$ cat src/hw/rtl/lpd_pkg.sv
// shared types and constants for the launch phase detector
package lpd_pkg;

   typedef enum logic [1:0] {
      FLIGHT_ARMED = 2'd0,
      FLIGHT_BOOST = 2'd1,
      FLIGHT_COAST = 2'd2,
      FLIGHT_HELD  = 2'd3
   } mode_type;

   typedef enum logic [2:0] {
      ST_IDLE,
      ST_READ,
      ST_UPDATE,
      ST_DIV_START,
      ST_DIV_WAIT,
      ST_OUT
   } state_type;

   localparam logic CMD_SAMPLE = 1'b0;
   localparam logic CMD_START  = 1'b1;

   localparam int CSR_ADDR_W = 2;
   localparam int CSR_DATA_W = 32;

   localparam logic [CSR_ADDR_W-1:0] CSR_TRIP_LEVEL    = 2'd0;
   localparam logic [CSR_ADDR_W-1:0] CSR_BURNOUT_LEVEL = 2'd1;
   localparam logic [CSR_ADDR_W-1:0] CSR_MIN_BOOST     = 2'd2;
   localparam logic [CSR_ADDR_W-1:0] CSR_BOOT_MODE     = 2'd3;

   localparam int SAMPLE_W = 16;
   localparam int TIME_W   = 48;
   localparam int MIN_BOOST_W = 32;

   localparam logic [SAMPLE_W-1:0]    TRIP_RESET    = 16'd3000;
   localparam logic [SAMPLE_W-1:0]    BURNOUT_RESET = 16'd1500;
   localparam logic [MIN_BOOST_W-1:0] MIN_BOOST_RESET = 32'd1000000;

endpackage

$ cat src/hw/rtl/lpd_ram.sv
// generic single write port ram with registered read
module lpd_ram #(
   parameter int WIDTH = 16,
   parameter int DEPTH = 16
) (
   input  logic                                  clock,
   input  logic                                  wr_en,
   input  logic [(DEPTH > 1 ? $clog2(DEPTH) : 1)-1:0] wr_addr,
   input  logic [WIDTH-1:0]                      wr_data,
   input  logic                                  rd_en,
   input  logic [(DEPTH > 1 ? $clog2(DEPTH) : 1)-1:0] rd_addr,
   output logic [WIDTH-1:0]                      rd_data
);

   logic [WIDTH-1:0] mem_ff [DEPTH];
   logic [WIDTH-1:0] rd_data_ff;

   always_ff @(posedge clock) begin
      if (wr_en) begin
         mem_ff[wr_addr] <= wr_data;
      end
      if (rd_en) begin
         rd_data_ff <= mem_ff[rd_addr];
      end
   end

   assign rd_data = rd_data_ff;

endmodule

$ cat src/hw/rtl/lpd_div.sv
// serial restoring divider, one quotient bit per cycle
module lpd_div #(
   parameter int DIVIDEND_W = 20,
   parameter int DIVISOR_W  = 5
) (
   input  logic                  clock,
   input  logic                  reset,
   input  logic                  start,
   input  logic [DIVIDEND_W-1:0] dividend,
   input  logic [DIVISOR_W-1:0]  divisor,
   output logic                  done,
   output logic [DIVIDEND_W-1:0] quotient
);

   localparam int CNT_W = $clog2(DIVIDEND_W + 1);

   logic                  busy_ff, busy_in;
   logic                  done_ff, done_in;
   logic [CNT_W-1:0]      cnt_ff, cnt_in;
   logic [DIVIDEND_W-1:0] dvd_ff, dvd_in;
   logic [DIVISOR_W-1:0]  rem_ff, rem_in;
   logic [DIVISOR_W:0]    rem_shift;
   logic [DIVISOR_W:0]    diff;
   logic                  fits;

   always_comb begin
      rem_shift = {rem_ff, dvd_ff[DIVIDEND_W-1]};
      diff      = rem_shift - {1'b0, divisor};
      fits      = rem_shift >= {1'b0, divisor};
      busy_in   = busy_ff;
      done_in   = 1'b0;
      cnt_in    = cnt_ff;
      dvd_in    = dvd_ff;
      rem_in    = rem_ff;
      if (start) begin
         busy_in = 1'b1;
         cnt_in  = CNT_W'(DIVIDEND_W);
         dvd_in  = dividend;
         rem_in  = '0;
      end else if (busy_ff) begin
         // dividend shifts out the top while quotient bits fill the bottom
         dvd_in = {dvd_ff[DIVIDEND_W-2:0], fits};
         rem_in = fits ? diff[DIVISOR_W-1:0] : rem_shift[DIVISOR_W-1:0];
         cnt_in = cnt_ff - CNT_W'(1);
         if (cnt_ff == CNT_W'(1)) begin
            busy_in = 1'b0;
            done_in = 1'b1;
         end
      end
   end

   always_ff @(posedge clock) begin
      if (reset) begin
         busy_ff <= 1'b0;
         done_ff <= 1'b0;
         cnt_ff  <= '0;
      end else begin
         busy_ff <= busy_in;
         done_ff <= done_in;
         cnt_ff  <= cnt_in;
      end
      dvd_ff <= dvd_in;
      rem_ff <= rem_in;
   end

   assign done     = done_ff;
   assign quotient = dvd_ff;

endmodule

$ cat src/hw/rtl/launch_phase_detector_core.sv
// launch phase detector top level: sequencer, window bookkeeping and mode logic
//
// req channel: one beat per item. req_tuser is the command (0 sample, 1 start),
// req_tdata carries the acceleration sample and the microsecond timestamp.
// rsp channel: one beat per item with mode, mode change flag and window average.
// csr port: csr_we writes csr_wdata into register csr_addr (0 trip level,
// 1 burnout level, 2 minimum boost time, 3 boot mode); write only while idle.
// Sequence: a sample item passes the read, update, divider start, divider wait
// and output steps before rsp_tvalid; the serial divider produces one quotient
// bit per cycle in the wait step. A start item skips the read and update steps,
// or goes straight to the output step when no sample has been taken. req_tready
// is high only when the sequencer is idle, so one item is in work at a time and
// the next beat is taken only once the sequencer is back in the idle step.
// A finished result waits in the rsp register; while an earlier result still
// waits with rsp_tready low the sequencer holds in its last step, taking no item.
// Reset (synchronous) empties the window, clears the sum and returns the mode
// to armed; the window ram contents are not cleared and need no sweep.
module launch_phase_detector_core #(
   parameter int WINDOW_DEPTH = 16
) (
   input  logic        clock,
   input  logic        reset,
   input  logic        req_tvalid,
   output logic        req_tready,
   input  logic [63:0] req_tdata,   // [15:0] accel_mg, [63:16] now_us
   input  logic        req_tuser,   // [0] cmd
   output logic        rsp_tvalid,
   input  logic        rsp_tready,
   output logic [23:0] rsp_tdata,   // [1:0] mode, [2] mode_changed, [18:3] average_mg
   input  logic        csr_we,
   input  logic [lpd_pkg::CSR_ADDR_W-1:0] csr_addr,
   input  logic [lpd_pkg::CSR_DATA_W-1:0] csr_wdata
);

   localparam int SW    = lpd_pkg::SAMPLE_W;
   localparam int TW    = lpd_pkg::TIME_W;
   localparam int POS_W = (WINDOW_DEPTH > 1) ? $clog2(WINDOW_DEPTH) : 1;
   localparam int CNT_W = $clog2(WINDOW_DEPTH + 1);
   localparam int SUM_W = SW + $clog2(WINDOW_DEPTH);

   // configuration
   logic [SW-1:0]                   trip_ff;
   logic [SW-1:0]                   burnout_ff;
   logic [lpd_pkg::MIN_BOOST_W-1:0] min_boost_ff;
   lpd_pkg::mode_type               boot_mode_ff;

   // sequencer and item state
   lpd_pkg::state_type state_ff, state_in;
   logic               cmd_ff;
   logic [SW-1:0]      accel_ff;
   logic [TW-1:0]      now_ff;

   logic [POS_W-1:0]   pos_ff, pos_in;
   logic [CNT_W-1:0]   fill_ff, fill_in;
   logic [SUM_W-1:0]   sum_ff, sum_in;
   lpd_pkg::mode_type  mode_ff, mode_in;
   logic [TW-1:0]      boost_start_ff, boost_start_in;

   logic               rsp_valid_ff, rsp_valid_in;
   lpd_pkg::mode_type  rsp_mode_ff;
   logic               rsp_changed_ff;
   logic [SW-1:0]      rsp_avg_ff;

   // control from the output decode
   logic accept, ram_rd, ram_wr, div_start, out_fire;

   logic [SW-1:0]    ram_rd_data;
   logic             div_done;
   logic [SUM_W-1:0] quotient;
   logic [SW-1:0]    avg;
   logic             full;
   logic [TW-1:0]    elapsed;

   lpd_ram #(
      .WIDTH (SW),
      .DEPTH (WINDOW_DEPTH)
   ) u_window (
      .clock   (clock),
      .wr_en   (ram_wr),
      .wr_addr (pos_ff),
      .wr_data (accel_ff),
      .rd_en   (ram_rd),
      .rd_addr (pos_ff),
      .rd_data (ram_rd_data)
   );

   lpd_div #(
      .DIVIDEND_W (SUM_W),
      .DIVISOR_W  (CNT_W)
   ) u_div (
      .clock    (clock),
      .reset    (reset),
      .start    (div_start),
      .dividend (sum_ff),
      .divisor  (fill_ff),
      .done     (div_done),
      .quotient (quotient)
   );

   // configuration writes
   always_ff @(posedge clock) begin
      if (reset) begin
         trip_ff      <= lpd_pkg::TRIP_RESET;
         burnout_ff   <= lpd_pkg::BURNOUT_RESET;
         min_boost_ff <= lpd_pkg::MIN_BOOST_RESET;
         boot_mode_ff <= lpd_pkg::FLIGHT_ARMED;
      end else if (csr_we) begin
         unique case (csr_addr)
            lpd_pkg::CSR_TRIP_LEVEL:    trip_ff      <= csr_wdata[SW-1:0];
            lpd_pkg::CSR_BURNOUT_LEVEL: burnout_ff   <= csr_wdata[SW-1:0];
            lpd_pkg::CSR_MIN_BOOST:     min_boost_ff <= csr_wdata[lpd_pkg::MIN_BOOST_W-1:0];
            lpd_pkg::CSR_BOOT_MODE:     boot_mode_ff <= lpd_pkg::mode_type'(csr_wdata[1:0]);
            default: ;
         endcase
      end
   end

   // next state
   always_comb begin
      state_in = state_ff;
      unique case (state_ff)
         lpd_pkg::ST_IDLE: begin
            if (req_tvalid) begin
               if (req_tuser == lpd_pkg::CMD_SAMPLE) begin
                  state_in = lpd_pkg::ST_READ;
               end else if (fill_ff == '0) begin
                  state_in = lpd_pkg::ST_OUT;
               end else begin
                  state_in = lpd_pkg::ST_DIV_START;
               end
            end
         end
         lpd_pkg::ST_READ:      state_in = lpd_pkg::ST_UPDATE;
         lpd_pkg::ST_UPDATE:    state_in = lpd_pkg::ST_DIV_START;
         lpd_pkg::ST_DIV_START: state_in = lpd_pkg::ST_DIV_WAIT;
         lpd_pkg::ST_DIV_WAIT: begin
            if (div_done) begin
               state_in = lpd_pkg::ST_OUT;
            end
         end
         lpd_pkg::ST_OUT: begin
            if (!rsp_valid_ff || rsp_tready) begin
               state_in = lpd_pkg::ST_IDLE;
            end
         end
         default: state_in = lpd_pkg::ST_IDLE;
      endcase
   end

   // sequencer outputs
   always_comb begin
      req_tready = 1'b0;
      ram_rd     = 1'b0;
      ram_wr     = 1'b0;
      div_start  = 1'b0;
      out_fire   = 1'b0;
      unique case (state_ff)
         lpd_pkg::ST_IDLE:      req_tready = 1'b1;
         lpd_pkg::ST_READ:      ram_rd     = 1'b1;
         lpd_pkg::ST_UPDATE:    ram_wr     = 1'b1;
         lpd_pkg::ST_DIV_START: div_start  = 1'b1;
         lpd_pkg::ST_DIV_WAIT:  ;
         lpd_pkg::ST_OUT:       out_fire   = !rsp_valid_ff || rsp_tready;
         default: ;
      endcase
   end

   assign accept = req_tvalid && req_tready;

   // datapath next values
   always_comb begin
      full    = fill_ff == CNT_W'(WINDOW_DEPTH);
      avg     = (fill_ff == '0) ? '0 : quotient[SW-1:0];
      elapsed = now_ff - boost_start_ff;

      pos_in         = pos_ff;
      fill_in        = fill_ff;
      sum_in         = sum_ff;
      mode_in        = mode_ff;
      boost_start_in = boost_start_ff;
      rsp_valid_in   = rsp_valid_ff && !rsp_tready;

      if (ram_wr) begin
         // oldest entry leaves the sum once the window is full
         sum_in = sum_ff - (full ? SUM_W'(ram_rd_data) : '0) + SUM_W'(accel_ff);
         if (!full) begin
            fill_in = fill_ff + CNT_W'(1);
         end
         pos_in = (pos_ff == POS_W'(WINDOW_DEPTH - 1)) ? '0 : pos_ff + POS_W'(1);
      end

      if (out_fire) begin
         rsp_valid_in = 1'b1;
         if (cmd_ff == lpd_pkg::CMD_START) begin
            mode_in = boot_mode_ff;
            if (boot_mode_ff == lpd_pkg::FLIGHT_BOOST) begin
               boost_start_in = now_ff;
            end
         end else if (mode_ff == lpd_pkg::FLIGHT_ARMED) begin
            if (avg >= trip_ff) begin
               mode_in        = lpd_pkg::FLIGHT_BOOST;
               boost_start_in = now_ff;
            end
         end else if (mode_ff == lpd_pkg::FLIGHT_BOOST) begin
            if (avg < burnout_ff && elapsed >= TW'(min_boost_ff)) begin
               mode_in = lpd_pkg::FLIGHT_COAST;
            end
         end
      end
   end

   always_ff @(posedge clock) begin
      if (reset) begin
         state_ff       <= lpd_pkg::ST_IDLE;
         pos_ff         <= '0;
         fill_ff        <= '0;
         sum_ff         <= '0;
         mode_ff        <= lpd_pkg::FLIGHT_ARMED;
         boost_start_ff <= '0;
         rsp_valid_ff   <= 1'b0;
      end else begin
         state_ff       <= state_in;
         pos_ff         <= pos_in;
         fill_ff        <= fill_in;
         sum_ff         <= sum_in;
         mode_ff        <= mode_in;
         boost_start_ff <= boost_start_in;
         rsp_valid_ff   <= rsp_valid_in;
      end
      if (accept) begin
         cmd_ff   <= req_tuser;
         accel_ff <= req_tdata[SW-1:0];
         now_ff   <= req_tdata[SW+TW-1:SW];
      end
      if (out_fire) begin
         rsp_mode_ff    <= mode_in;
         rsp_changed_ff <= mode_in != mode_ff;
         rsp_avg_ff     <= avg;
      end
   end

   assign rsp_tvalid = rsp_valid_ff;
   assign rsp_tdata  = {5'b0, rsp_avg_ff, rsp_changed_ff, rsp_mode_ff};

`ifndef SYNTHESIS
   a_one_item: assert property (@(posedge clock) disable iff (reset)
      accept |=> !req_tready)
      else $error("item accepted while another is in work");

   a_fill_bound: assert property (@(posedge clock) disable iff (reset)
      fill_ff <= CNT_W'(WINDOW_DEPTH))
      else $error("fill count beyond window depth");

   a_terminal: assert property (@(posedge clock) disable iff (reset)
      (mode_ff == lpd_pkg::FLIGHT_COAST || mode_ff == lpd_pkg::FLIGHT_HELD) &&
      !(out_fire && cmd_ff == lpd_pkg::CMD_START) |=> mode_ff == $past(mode_ff))
      else $error("terminal mode left without start");

   a_div_done: assert property (@(posedge clock) disable iff (reset)
      div_done |-> state_ff == lpd_pkg::ST_DIV_WAIT)
      else $error("divider finished outside wait step");
`endif

endmodule

$ cat config.mk
export PLATFORM = sky130hd
export DESIGN_NAME = launch_phase_detector_core
export DESIGN_NICKNAME = d
export VERILOG_FILES = /design/src/hw/rtl/lpd_pkg.sv /design/src/hw/rtl/lpd_ram.sv /design/src/hw/rtl/lpd_div.sv /design/src/hw/rtl/launch_phase_detector_core.sv
export SDC_FILE = /design/constraint.sdc
export NUM_CORES = 1
export LEC_CHECK = 0
export ABC_AREA = 1
export BUFFER_PORTS_ARGS = -buffer_cell sky130_fd_sc_hd__buf_2
export CAP_MARGIN = 20
export CORE_MARGIN = 2
export CORE_UTILIZATION = 30
export CTS_BUF_LIST = sky130_fd_sc_hd__clkbuf_2 sky130_fd_sc_hd__clkbuf_4 sky130_fd_sc_hd__clkbuf_8
export DETAILED_ROUTE_END_ITERATION = 16
export PLACE_DENSITY_LB_ADDON = 0.25
export SYNTH_ARGS = -nofsm -noshare
export SYNTH_HDL_FRONTEND = slang
export SYNTH_SLANG_ARGS = --single-unit
export TNS_END_PERCENT = 30
$ cat constraint.sdc
create_clock -name clock -period 4.6 [get_ports clock]
set_clock_uncertainty 0.15 [all_clocks]
set_input_delay 0.92 -clock clock [delete_from_list [all_inputs] [get_ports clock]]
set_output_delay 0.92 -clock clock [all_outputs]
set_load 0.05 [all_outputs]
==> results.md, run 1 <==
- From left edge to right edge, the die measures ~300 um.
- The number of cell instances on the worst register-to-register path is 26.
- The worst hold path belongs to the class primary input to flip-flop.
- Across the run, the number of max-cap violations was 0.
- The most instantiated flip-flop cell in the synthesis netlist is sky130_fd_sc_hd__edfxtp_1.
- In this run the count of I/O pins placed on the die edge is 130.
- The highest layer used for signal routing is met4.
- Entering global routing, the biggest net connects roughly 120 pins.
- The critical path contains buffers and inverters numbering 2 combined.
- By instance count, the cell type seen most on the critical path is sky130_fd_sc_hd__nand2_1.
- The post-route netlist has between 10 and 15% of its cells at a drive strength greater than 1.
- The number of hold violations in the final report is 0.
- The cell with the largest stage delay on the worst path is sky130_fd_sc_hd__edfxtp_1.
- The met2 wirelength from detailed routing is approximately 31,000 um.
- The first-pass detailed-route iteration total is 5.
- The mean instance size in the synthesized netlist is 9.082 um^2.
- The final count of pins violating max slew is 0.
- The wire length of the first global-routing pass is approximately 110,000 um.
- At the end of the flow, the number of nets in the layout was between 3,000 and 4,000.
- The required arrival time at the worst endpoint is just under 5 ns.
- After clock tree synthesis, the clock-pin slew on the worst setup and hold paths is 0.06 ns.
- Setup violations remaining at the end of the flow were counted as 0.
- The CTS tree is yes.
- The share of the synthesized area in the top cell type is 41.85%.
- The final sum of negative setup slack is 0 ns.
- The analysis attributes to cell leakage a power of 13.01 nW.
- The final worst-path setup slack is around 0.41 ns.
- Wires add up to 72,690 um.
- The wire length per cell after detailed routing is 16.54 um.
- The H-tree was split into 3 levels.
- Along the worst hold path, the cell count comes to 1.
- The clock root buffer is sky130_fd_sc_hd__clkbuf_8.
- The synthesized design contains approximately 380 enable-type register cells.
- After synthesis, the share of flip-flops with an asynchronous set or reset is 0%.
- The post-synthesis sequential element count is around 540.
- The path with the worst hold slack has its endpoint at accel_ff[0].
- By startpoint and endpoint, the worst setup path is classified as flip-flop to flip-flop.
- In the global route stage, overall resource usage came out at 15.51%.
- The worst-path maximum fanout is 4.
- For the pin with the worst max-slew slack, the measured transition is 1.042 ns.
- The relative slew slack is between 30 and 40%.
- The floorplan has approximately 110 rows.
- The most frequent standard cell in the layout excluding fill and tap cells is sky130_fd_sc_hd__nand2_1.
- Ranked by total cell area, the synthesized netlist is headed by sky130_fd_sc_hd__edfxtp_1 42%, sky130_fd_sc_hd__dfxtp_1 12%, sky130_fd_sc_hd__nand2_1 7.4%.
- Broken down by cell family, the worst path's largest delay share belongs to simple AND/OR/NAND/NOR gates.
- The remaining global-route overflow is 0.
- For this run, design rule violations remaining after detail routing come to 0.
- STA classifies the critical path startpoint as a flip-flop.
- The worst slack on hold paths is 0.2007 ns.
- Once detailed placement completed, the half-perimeter wirelength came to between 50,000 and 60,000 um.
- Before CTS, the worst setup slack after placement is 0.3743 ns.
- With fillers left out, the area of the finished cells amounts to between 0.03 and 0.04 mm^2.
- The later pin in the worst-skew pair is clocked with a latency of about 0.75 ns.
- Dividing total power by cell area gives a power density of roughly 540 mW/mm^2.
- The antenna violation net count after detailed routing is 0.
- In this run the cell area of the synthesized design comes to 0.02698 mm^2.
- The peak clock frequency supported by timing is 238.4 MHz.
- Using the TritonRoute via totals, the vias-per-cell ratio works out to roughly 4.6.
- The number of setup buffers added after CTS is 0.
- The number of global-route vias before repair came to between 15,000 and 20,000.
- The internal reg-to-reg setup slack is ~0.41 ns.
- The final estimated routing congestion in global placement is approximately 0.9.
- The met1 layer wirelength in the final routing is 36,500 um.
- The endpoint of the worst register-to-register path is rsp_changed_ff.
- Counting the buffers created by CTS gives 94.
- The violation count after the first detailed-routing iteration is ~1,300.
- The number of antenna violations at the first check in global routing came to 3.
- The met3 wirelength from detailed routing is between 3000 and 4000 um.
- Once the floorplan was initialized, standard cells occupied between 30% and 40% of the core.
- The post-route fraction of the period consumed by the critical path is about nine tenths.
- The worst ir drop on vdd is 295.7 uV.
- Buffers inserted to repair hold after CTS numbered 0.
- The maximum number of buffers from clock root to sink is 3.
- STA classifies the critical path endpoint as a flip-flop.
- The count of mapped cells out of synthesis is 2,971.
- In this run the critical register-to-register path is launched from now_ff[3].
- STA puts the critical path data arrival time at 4.49 ns.
- Compared with the post-synthesis result, the final layout area differs by 15.47%.
- For this run, the register share of the synthesized area comes to between 50% and 60%.
- Measured along the y axis, the die boundary spans 303.9 um.
- Yosys mapped the design onto 48 distinct sky130hd cell types.
- The area of the die is between 0.09 and 0.1 mm^2.
- The clock drives ~540 sinks.
- The Yosys step of the flow raised 0 warnings.
- Setup repair after global routing left no endpoint under its margin.
- During placement, the flow inserted port buffers numbering around 120.
- After floorplanning, the core was sized to cover between 0.08 and 0.09 mm^2.
- Leaving out fill and tap cells, the most frequent cells in the layout are 533 x sky130_fd_sc_hd__nand2_1, 461 x sky130_fd_sc_hd__inv_1, 376 x sky130_fd_sc_hd__edfxtp_1.
- The overall via count from detail_route is approximately 20,000.
- The post-synthesis cell type with the largest combined area is sky130_fd_sc_hd__edfxtp_1.
- The placed cell area is approximately 0.029 mm^2.
- In this design, the stage delay of the slowest critical-path cell is around 0.42 ns.
- The routed design could run at a clock period as short as 4.194 ns.
- The startpoint identified for the worst hold timing path is req_tdata[0].
- The run finished with clean final reports.
- The filler cell count in the final layout is 9,184.
-- cell families after synthesis --
| group | Yosys count | share of synthesized area, % |
|---|---|---|
| simple gates | 982 | 15.31 |
| compound gates | 667 | 13.25 |
| buf+inv | 574 | 8.078 |
| flops | 537 | 53.79 |
| fa+ha+maj | 161 | 7.967 |
| xor+xnor | 49 | 1.591 |
| other cells | 1 | 0.01390 |
-- synth_stat cells, types with 15 or more instances --
cell type	count
sky130_fd_sc_hd__nand2_2	15
sky130_fd_sc_hd__nand2_1	534
sky130_fd_sc_hd__xor2_1	33
sky130_fd_sc_hd__o22ai_1	65
sky130_fd_sc_hd__o21ai_0	310
sky130_fd_sc_hd__fa_1	18
sky130_fd_sc_hd__dfxtp_1	161
sky130_fd_sc_hd__edfxtp_1	376
sky130_fd_sc_hd__inv_1	463
sky130_fd_sc_hd__xnor2_1	16
sky130_fd_sc_hd__a21oi_1	224
sky130_fd_sc_hd__nand4_1	36
sky130_fd_sc_hd__nor2_1	275
sky130_fd_sc_hd__clkbuf_1	86
sky130_fd_sc_hd__o211ai_1	26
sky130_fd_sc_hd__nand3_1	46
sky130_fd_sc_hd__ha_1	143
sky130_fd_sc_hd__nor3_1	31
-- flip-flops by register name, summed over array words and instances (netlist names), 3 cells and up --
| register | count |
|---|---|
| u_window.mem_ff | 256 |
| boost_start_ff | 48 |
| sum_ff | 20 |
| u_div.cnt_ff | 5 |
| trip_ff | 16 |
| u_window.rd_data | 16 |
| burnout_ff | 16 |
| pos_ff | 4 |
| now_ff | 48 |
| state_ff | 3 |
| rsp_avg_ff | 16 |
| u_div.rem_ff | 5 |
| u_div.quotient | 20 |
| min_boost_ff | 32 |
| accel_ff | 16 |
| fill_ff | 5 |
-- power by group --
part / switching, mW / internal (mW) / leakage (nW)
registers: 0.297 / 5.93 / 4.73
clock network: 2.11 / 2.44 / 1.03
logic: 3.97 / 1.93 / 7.25
total: 6.37 / 10.3 / 13.0
-- area by class of cell --
cell class	instances	area [um^2]	area share (%)
timing repair buffer	179	1104	3.542
antenna	2	5.005	0.01606
clock inverter	33	276.5	0.8875
tap	1165	1458	4.679
multi-input combinational	1864	10330	33.17
sequential	537	14520	46.60
inverter	475	1785	5.731
clock buffer	139	1675	5.377
-- how the worst max path moves through the flow --
| stage | start | to | cells after the start |
|---|---|---|---|
| after CTS | now_ff[2] | rsp_changed_ff | 26 |
| after detailed placement | now_ff[2] | rsp_changed_ff | 26 |
| final | now_ff[3] | rsp_changed_ff | 26 |
| after global routing | now_ff[0] | rsp_changed_ff | 27 |
| after floorplan | fill_ff[1] | sum_ff[17] | 19 |
| after global placement | now_ff[3] | rsp_changed_ff | 24 |
-- stage by stage --
step | total power, mW | cells | utilization (%)
detailed placement | 12.22 | 4218 | 32.84
global route | 17.92 | 4394 | 35.09
CTS | 16.85 | 4390 | 35.04
global placement | 12.22 | 4218 | 32.84
finish | 16.67 | 4394 | 35.09
floorplan | 10.43 | 2975 | -
-- per-layer routing --
layer,track usage (%),up-vias
met2,23.47,462
met4,4.096,0
met1,22.65,9501
li1,-,10310
met3,2.848,101
met5,0,-
-- worst register-to-register path, delay by kind of cell, from the launching register on --
family	cells	cell delay [ns]
xor gates and xnor gates	1	0.18
DFF	1	0.42
AOI/OAI and AO/OA	3	0.63
buffers and inverters	2	0.14
adders and majority gates	2	0.64
and+or+nand+nor	18	1.82
-- what timing repair did --
item	CTS	global route
resized for setup	0	2
hold endpoints to repair	0	0
endpoints found under the setup margin	0	1
No activity file was read; power rests on OpenSTA's default activity.
==> run 2, diff against run 1 <==
Settings changed: CELL_PAD_IN_SITES_DETAIL_PLACEMENT set to 1, CELL_PAD_IN_SITES_GLOBAL_PLACEMENT set to 1.
==> results.md, run 2 (synthesis results as in run 1) <==
- The final worst-path setup slack is 0.3693 ns.
- Setup repair after global routing left no endpoint under its margin.
- Among all stages on the critical path, the largest delay is contributed by sky130_fd_sc_hd__edfxtp_1.
- In this run the deepest clock path goes through 3 buffers.
- Traced cell by cell, the critical path runs through ha_1 -> nand3_1 -> nor2_1 -> nor2_1 -> o21ai_1 -> a41oi_1 -> xnor2_1 -> ha_1 -> nand4_1 -> inv_1 -> nand4_1 -> a31oi_1 -> nor2_1 -> nand2_1 -> nor2_1 -> nand3_1 -> nor2_1 -> nand2_1 -> nand2_1 -> nand2_1 -> nand2_2 -> nand2_2 -> nand3_1 -> nand4_1.
- After the first detailed-routing iteration, the DRC count stood at 1,092.
- The hold path startpoint is req_tdata[1].
- The actual slew at the worst max-slew pin is approximately 0.99 ns.
- The worst slack at placement is about 0.37 ns.
- Summing all flip-flop and latch instances after layout gives 0.01452 mm^2.
- Counting every sink on the clock net gives between 500 and 600.
- The number of cells traversed by the worst hold path is 1.
- The largest stage delay on the critical path is approximately 0.41 ns.
- In this run the standard cell core region covers roughly 0.089 mm^2.
- After detailed routing, the number of remaining DRC violations is 0.
- In the final design database the tool counted between 3,000 and 4,000 nets.
- Dividing the detail-routed wire length by the instance count gives ~19 um.
- The HPWL after detailed placement is ~59,000 um.
- In the layout the commonest cells are 533 x sky130_fd_sc_hd__nand2_1, 461 x sky130_fd_sc_hd__inv_1, 376 x sky130_fd_sc_hd__edfxtp_1.
- The H-tree level count is 3.
- Clock latency on the worst-skew pair, taken at its later pin, is approximately 0.75 ns.
- The initialized floorplan defines 109 standard-cell rows.
- The CTS tree is yes.
- The element type at the critical path start is a flip-flop.
- The relative slew slack is around 34%.
- The growth of design area from synthesis to finish is 15.56%.
- The number of flip-flops in the largest register is 256.
- The first global-routing pass estimated around 130,000 um of wire.
- The die outline height is roughly 300 um.
- The remaining global-route overflow is 0.
- The area of the die is ~0.09 mm^2.
- Summed over all cells, the static leakage comes to 13.01 nW.
- For the finished layout, the period the worst path requires is between 4 and 5 ns.
- The tree is rooted in a sky130_fd_sc_hd__clkbuf_8.
- At the worst endpoint, the arrival time is about 4.6 ns.
- The final estimated routing congestion in global placement is between 0.8 and 0.9.
- Wires add up to 81,850 um.
- After clock tree synthesis, the flow added hold-fix buffers numbering 0.
- In this run the remaining antenna-violating nets after routing total 0.
- Global routing used between 10% and 20% of the available tracks.
- After layout, the design draws a total of about 17 mW.
- Counting the buffers created by CTS gives 95.
- IR analysis of the VDD net gives a maximum drop of 283.2 uV.
- The total of buffers placed on input and output ports is between 100 and 150.
- The areal power density over the cells is roughly 540 mW/mm^2.
- The peak clock frequency supported by timing is about 240 MHz.
- Leaving out fill and tap cells, the most frequent cell in the layout is sky130_fd_sc_hd__nand2_1.
- The worst setup path is captured at a flip-flop.
- Of the available clock period, the critical path in the final layout requires around nine tenths.
- The area used by multi-input combinational logic is approximately 0.010 mm^2.
- The register containing the most flip-flops in the final layout is u_window.mem_ff.
- Setup violations remaining at the end of the flow were counted as 0.
- Once the floorplan was initialized, standard cells occupied 30.39% of the core.
- The kind of cell with the highest combined delay along the critical path is simple AND/OR/NAND/NOR gates.
- The worst register-to-register path ends at rsp_changed_ff.
- The worst slack on hold paths is 0.2040 ns.
- The buffers plus inverters on the worst setup path is 1.
- Detailed routing inserted a total of ~21,000 vias.
- The number of vias per cell after detailed routing is about 4.7.
- Data on the critical path is required at its endpoint by just under 5 ns.
- Along the worst path, the maximum fanout reaches 5.
- Setup slack on the worst reg-to-reg path comes out at 0.37 ns.
- The type of the worst min-delay path is primary input to flip-flop.
- The first-pass detailed-route iteration total is 5.
- By instance count, the cell type seen most on the critical path is sky130_fd_sc_hd__nor2_1.
- The filler cell count in the final layout is roughly 10,000.
- The worst register-to-register path has a depth of 24.
- Clock-pin slew was measured on the worst setup and hold paths at 0.06 ns.
- Entering global routing, the biggest net connects 93 pins.
- The hold-critical path endpoint is accel_ff[1].
- The number of hold violations in the final report came to 0.
- The largest registers in the layout are u_window.mem_ff x256, boost_start_ff x48, now_ff x48.
- The x dimension of the die is just over 300 um.
- Max-cap violations in this run came to 0.
- The critical path start-end classification is flip-flop to flip-flop.
- The number of global-route vias before repair is around 21,000.
- In this run the critical register-to-register path is launched from now_ff[2].
- The final count of pins violating max slew was 0.
- The run finished with clean final reports.
- The number of antenna violations at the first check in global routing is 3.
- Summed over all failing endpoints, the final setup total negative slack is 0 ns.
- The post-route netlist has about an eighth of its cells at a drive strength greater than 1.
- Pin placement for this block handled 130 I/O pins.
run 2: cell count changes in the layout (fill, tap and decap cells not counted), moves of 2 or more:
cell / before / now
sky130_fd_sc_hd__buf_12: 4 / 0
sky130_fd_sc_hd__buf_4: 49 / 59
sky130_fd_sc_hd__clkbuf_4: 39 / 33
sky130_fd_sc_hd__clkbuf_8: 101 / 108
sky130_fd_sc_hd__clkinv_2: 13 / 8
sky130_fd_sc_hd__clkinv_8: 1 / 3
sky130_fd_sc_hd__clkinvlp_4: 2 / 4
sky130_fd_sc_hd__inv_12: 4 / 1
sky130_fd_sc_hd__nor2_1: 272 / 266
sky130_fd_sc_hd__nor2_2: 16 / 22
run 2: repair_timing:
action	4_1_cts	5_1_grt
resized for setup	0	2
endpoints found under the setup margin	0	2
buffers inserted	0	3
run 2: power breakdown:
| group | leakage (nW) | total (mW) | switching (mW) | internal (mW) |
|---|---|---|---|---|
| registers | 4.73 | 6.23 | 0.304 | 5.92 |
| clock network | 1.04 | 4.65 | 2.10 | 2.55 |
| logic | 7.23 | 6.03 | 4.09 | 1.94 |
run 2: worst max-delay path by stage:
stage / slack, ns / depth (start not counted) / start / endpoint
after floorplan: 0.91 / 19 / fill_ff[1] / sum_ff[17]
after global placement: 0.38 / 26 / now_ff[2] / rsp_changed_ff
after detailed placement: 0.37 / 26 / now_ff[2] / rsp_changed_ff
after CTS: 0.32 / 26 / now_ff[2] / rsp_changed_ff
after global routing: 0.03 / 26 / now_ff[25] / rsp_changed_ff
final: 0.37 / 24 / now_ff[2] / rsp_changed_ff
run 2: final cells by class:
cell class,count,area share (%)
repair buffers,183,3.411
multi-input cells,1864,33.22
well taps,1165,4.675
flip-flops and latches,537,46.56
clock buffers,141,5.562
inverters,475,5.726
diodes,1,0.008025
clock inverters,31,0.8346
run 2: worst reg2reg max path: cells and delay by family, from the launching register on:
kind | cells | cell delay, ns
AOI/OAI and AO/OA | 3 | 0.61
xor gates and xnor gates | 1 | 0.22
adders and majority gates | 2 | 0.66
buffers and inverters | 1 | 0.06
DFF | 1 | 0.41
and+or+nand+nor | 17 | 1.88
run 2: metal layers:
metal	share of wire, %	vias up	global-route usage [%]
met4	1.9	0	4.292
met5	0	-	0
met3	3.9	100	2.918
met1	49	10060	24.72
met2	45	338	27.98
li1	-	10310	-
run 2: through the flow:
stage	util (%)	area [um^2]	instances
floorplan	-	27000	2975
global placement	32.84	29150	4221
detailed placement	32.84	29150	4221
CTS	35.08	31150	4393
global route	35.12	31180	4397
finish	35.12	31180	4397
==> run 3, diff against run 2 <==
Settings changed: ABC_AREA 1 to not set.
==> results.md, run 3 <==
- Counting instances in the post-synthesis netlist gives the leading cell types as 376 x sky130_fd_sc_hd__edfxtp_1, 218 x sky130_fd_sc_hd__nand2_1, 203 x sky130_fd_sc_hd__inv_1.
- The number of antenna violations at the first check in global routing is 2.
- The register with the most flip-flops in the layout has 256 of them.
- The row count is ~110.
- The type of the worst min-delay path is primary input to flip-flop.
- The worst ir drop on vdd is around 240 uV.
- The first-pass detailed-route iteration total is 5.
- The initial cell density of the core is about 30%.
- Measured along the x axis, the die boundary spans 297.6 um.
- The share of the synthesized area in the top cell type is roughly 44%.
- The total clock buffers created by CTS is 94.
- The category of the worst setup path capture point is a flip-flop.
- The filler cell count in the final layout is 9,318.
- Yosys printed 0 warnings.
- Buffers inserted to repair hold after CTS numbered 0.
- The library cell used most frequently in the layout, excluding fill and tap cells, is sky130_fd_sc_hd__edfxtp_1.
- The count of flip-flops with a built-in enable after synthesis is 376.
- For this block, the routed nets add up to 67,270 um of wire.
- Leaving out filler cells and counting taps, the final layout contains roughly 3,700.
- The register containing the most flip-flops in the final layout is u_window.mem_ff.
- After detailed placement, the total cell area comes to 0.02879 mm^2.
- The total of buffers placed on input and output ports is about 120.
- Synthesis produced roughly 2,200 cells.
- Global routing finished with a remaining overflow of 0.
- The number of placed instances, taps included, is 3,484.
- The post-route DRC violation count is 0.
- In the final design database the tool counted 2,717 nets.
- The static leakage is between 10 and 15 nW.
- The largest registers in the layout are u_window.mem_ff x256, boost_start_ff x48, now_ff x48.
- Counting distinct cell types in the post-synthesis netlist gives between 70 and 80.
- The post-synthesis sequential element count is ~540.
- The final critical path time including I/O delays and setup is 5.105 ns.
- The wire-length estimate of the detail-placed layout is 48,750 um.
- The final worst-path setup slack is -0.5045 ns.
- For the pin with the worst max-slew slack, the measured transition is 1.001 ns.
- The final estimated routing congestion in global placement is around 0.8.
- The post-synthesis cell type with the largest combined area is sky130_fd_sc_hd__edfxtp_1.
- The final cell area excluding filler cells is about 0.031 mm^2.
- The top cell types in the final layout, fill and taps aside, are 376 x sky130_fd_sc_hd__edfxtp_1, 216 x sky130_fd_sc_hd__nand2_1, 202 x sky130_fd_sc_hd__inv_1.
- The violation count after the first detailed-routing iteration is ~720.
- In the final layout, the share of cells above drive strength 1 is roughly a quarter.
- Power spread over the standard cell area amounts to 524.9 mW/mm^2.
- Setup repair after global routing could not meet its margin everywhere.
- The mean instance size in the synthesized netlist is 12.01 um^2.
- The region available for standard cell placement spans ~0.085 mm^2.
- The synthesized netlist devotes approximately 9.0% of its cell area to compound gates.
- The growth of design area from synthesis to finish is 20.48%.
- The tightest hold path in the finished design has a slack of ~0.21 ns.
- Once detail routing completed, the nets flagged for antenna violations numbered 0.
- The checks that failed: negative setup slack.
- The run finished, with violations left.
- Detailed routing inserted a total of around 17,000 vias.
- The area share of fa/ha/maj cells after synthesis is ~8.3%.
- The number of max-cap violations is 0.
- By area the synthesized netlist is led by sky130_fd_sc_hd__edfxtp_1 44%, sky130_fd_sc_hd__dfxtp_1 12%, sky130_fd_sc_hd__mux4_2 7.0%.
- The clock root buffer is sky130_fd_sc_hd__clkbuf_8.
- The insertion delay to the later sink of the worst-skew pair is between 0.7 and 0.8 ns.
- The area share of and/or/nand/nor cells after synthesis is 10.71%.
- For the worst setup path, the data required time is 4.86 ns.
- After Yosys synthesis, XOR and XNOR cells account for under 10% of the synthesized area.
- Summing the sequential cell areas from Yosys gives a little under three fifths of the chip area.
- The maximum number of buffers from clock root to sink is 3.
- For this design the top-level I/O count stands at 130.
- Dividing the detail-routed wire length by the instance count gives between 15 and 20 um.
- At the worst endpoint, the arrival time is between 5 and 6 ns.
- The die outline height is 297.6 um.
- The most used flip-flop cell after synthesis is sky130_fd_sc_hd__edfxtp_1.
- After synthesis, the largest family of logic cells by area is simple AND/OR/NAND/NOR gates.
- The element type at the critical path start is a flip-flop.
- The most instantiated library cell after synthesis is sky130_fd_sc_hd__edfxtp_1.
- The worst path uses 111.0% of the clock period.
- The peak clock frequency supported by timing is about 200 MHz.
- The number of vias per cell after detailed routing is ~4.7.
- The area of the die is just under 0.09 mm^2.
- Of all nets on the critical path, the largest fanout is 3.
- The clock-pin slew reported for the worst setup and hold paths after clock tree synthesis is around 0.060 ns.
- The wire length of the first global-routing pass is 105,600 um.
- TritonCTS built the clock tree.
- The all-layer global routing usage is approximately 15%.
- After synthesis the cells add up to about 0.026 mm^2.
- The number of global-route vias before repair was about 19,000.
- The critical path start-end classification is flip-flop to flip-flop.
- The relative slew slack is 33.24%.
- The H-tree generated during clock tree synthesis spans 3 levels.
- The final count of negative-setup-slack endpoints is 6.
- The post-synthesis async set-or-reset flop share is 0%.
- The maximum number of pins on one net before global-route repair is 75.
- Clock tree synthesis found a total of around 540 sinks.
- The final count of pins violating max slew was 0.
- The number of hold violations in the final report was 0.
- Measured against the total synthesized area, the mux share comes to under 10%.
## run 3: repair_timing
item / CTS / global route
resized for setup: 23 / 20
setup endpoints to repair: 8 / 8
pin swaps: 28 / 14
setup buffers: 8 / 7
## run 3: critical path, cell delays in order (launching register included)
cell and delay, ns:
sky130_fd_sc_hd__edfxtp_1 0.43, sky130_fd_sc_hd__ha_4 0.24, sky130_fd_sc_hd__a21o_1 0.17, sky130_fd_sc_hd__or3_4 0.33, sky130_fd_sc_hd__or2_4 0.25, sky130_fd_sc_hd__a21oi_4 0.16
sky130_fd_sc_hd__o21bai_4 0.08, sky130_fd_sc_hd__a21oi_2 0.18, sky130_fd_sc_hd__nor2_2 0.07, sky130_fd_sc_hd__o21a_1 0.20, sky130_fd_sc_hd__o21ai_1 0.12, sky130_fd_sc_hd__nand2b_1 0.08
sky130_fd_sc_hd__xor2_1 0.15, sky130_fd_sc_hd__ha_1 0.29, sky130_fd_sc_hd__a21o_1 0.19, sky130_fd_sc_hd__a21o_1 0.16, sky130_fd_sc_hd__a21oi_2 0.14, sky130_fd_sc_hd__a21oi_2 0.06
sky130_fd_sc_hd__nor4_1 0.22, sky130_fd_sc_hd__o221ai_1 0.16, sky130_fd_sc_hd__nor4_1 0.26, sky130_fd_sc_hd__nand4_1 0.18, sky130_fd_sc_hd__nor4_4 0.19, sky130_fd_sc_hd__buf_4 0.16
sky130_fd_sc_hd__o21a_1 0.15, sky130_fd_sc_hd__a21oi_2 0.04
## run 3: final cells by class
class	instances	area (um^2)	area share (%)
Multi-Input combinational cell	1324	10450	33.54
Timing Repair Buffer	291	1934	6.208
Clock inverter	49	462.9	1.486
Clock buffer	126	1590	5.104
Tap cell	1144	1431	4.594
Sequential cell	537	14520	46.60
Antenna cell	2	5.005	0.01606
Inverter	204	765.7	2.458
## run 3: final timing paths
| path | from | endpoint | slack [ns] | cells past startpoint |
|---|---|---|---|---|
| setup / recovery | now_ff[4] | rsp_mode_ff[1] | -0.50 | 25 |
| hold / removal | req_tdata[58] | now_ff[42] | 0.21 | 1 |
| setup reg to reg | now_ff[4] | rsp_mode_ff[1] | -0.50 | 25 |
| hold reg to reg | sum_ff[4] | sum_ff[4] | 0.30 | 2 |
## run 3: routing by layer
metal	vias up	part of all wire (%)	global-route usage (%)
met1	8719	45	19.37
met2	255	49	25.74
met5	-	0	0
li1	8358	-	-
met3	108	3.7	3.046
met4	0	2.5	4.678
## run 3: power by group
group | internal, mW | switching, mW | total, mW
registers | 5.87 | 0.469 | 6.34
clock network | 2.68 | 2.10 | 4.77
logic | 2.34 | 2.90 | 5.24
total | 10.9 | 5.47 | 16.4
## run 3: kinds of logic (layout without fill, tap and decap cells)
kind of cell,Yosys count,in the layout
other,1,7
adder cells (fa/ha/maj),161,161
buffers and inverters,297,670
flip-flops,537,537
multiplexers,138,138
XOR/XNOR,64,64
AND/OR/NAND/NOR,586,586
AO/OA/AOI/OAI,370,370
## run 3: through the flow
step	total power, mW	setup slack [ns]	util, %	TNS (ns)
floorplan	9.706	-0.2933	-	-0.7963
CTS	16.51	-0.5683	36.33	-2.467
detailed placement	11.56	-0.9543	33.76	-4.369
global route	17.46	-0.9206	36.53	-4.866
finish	16.35	-0.5045	36.54	-2.292
global placement	11.39	-0.7192	33.76	-3.138
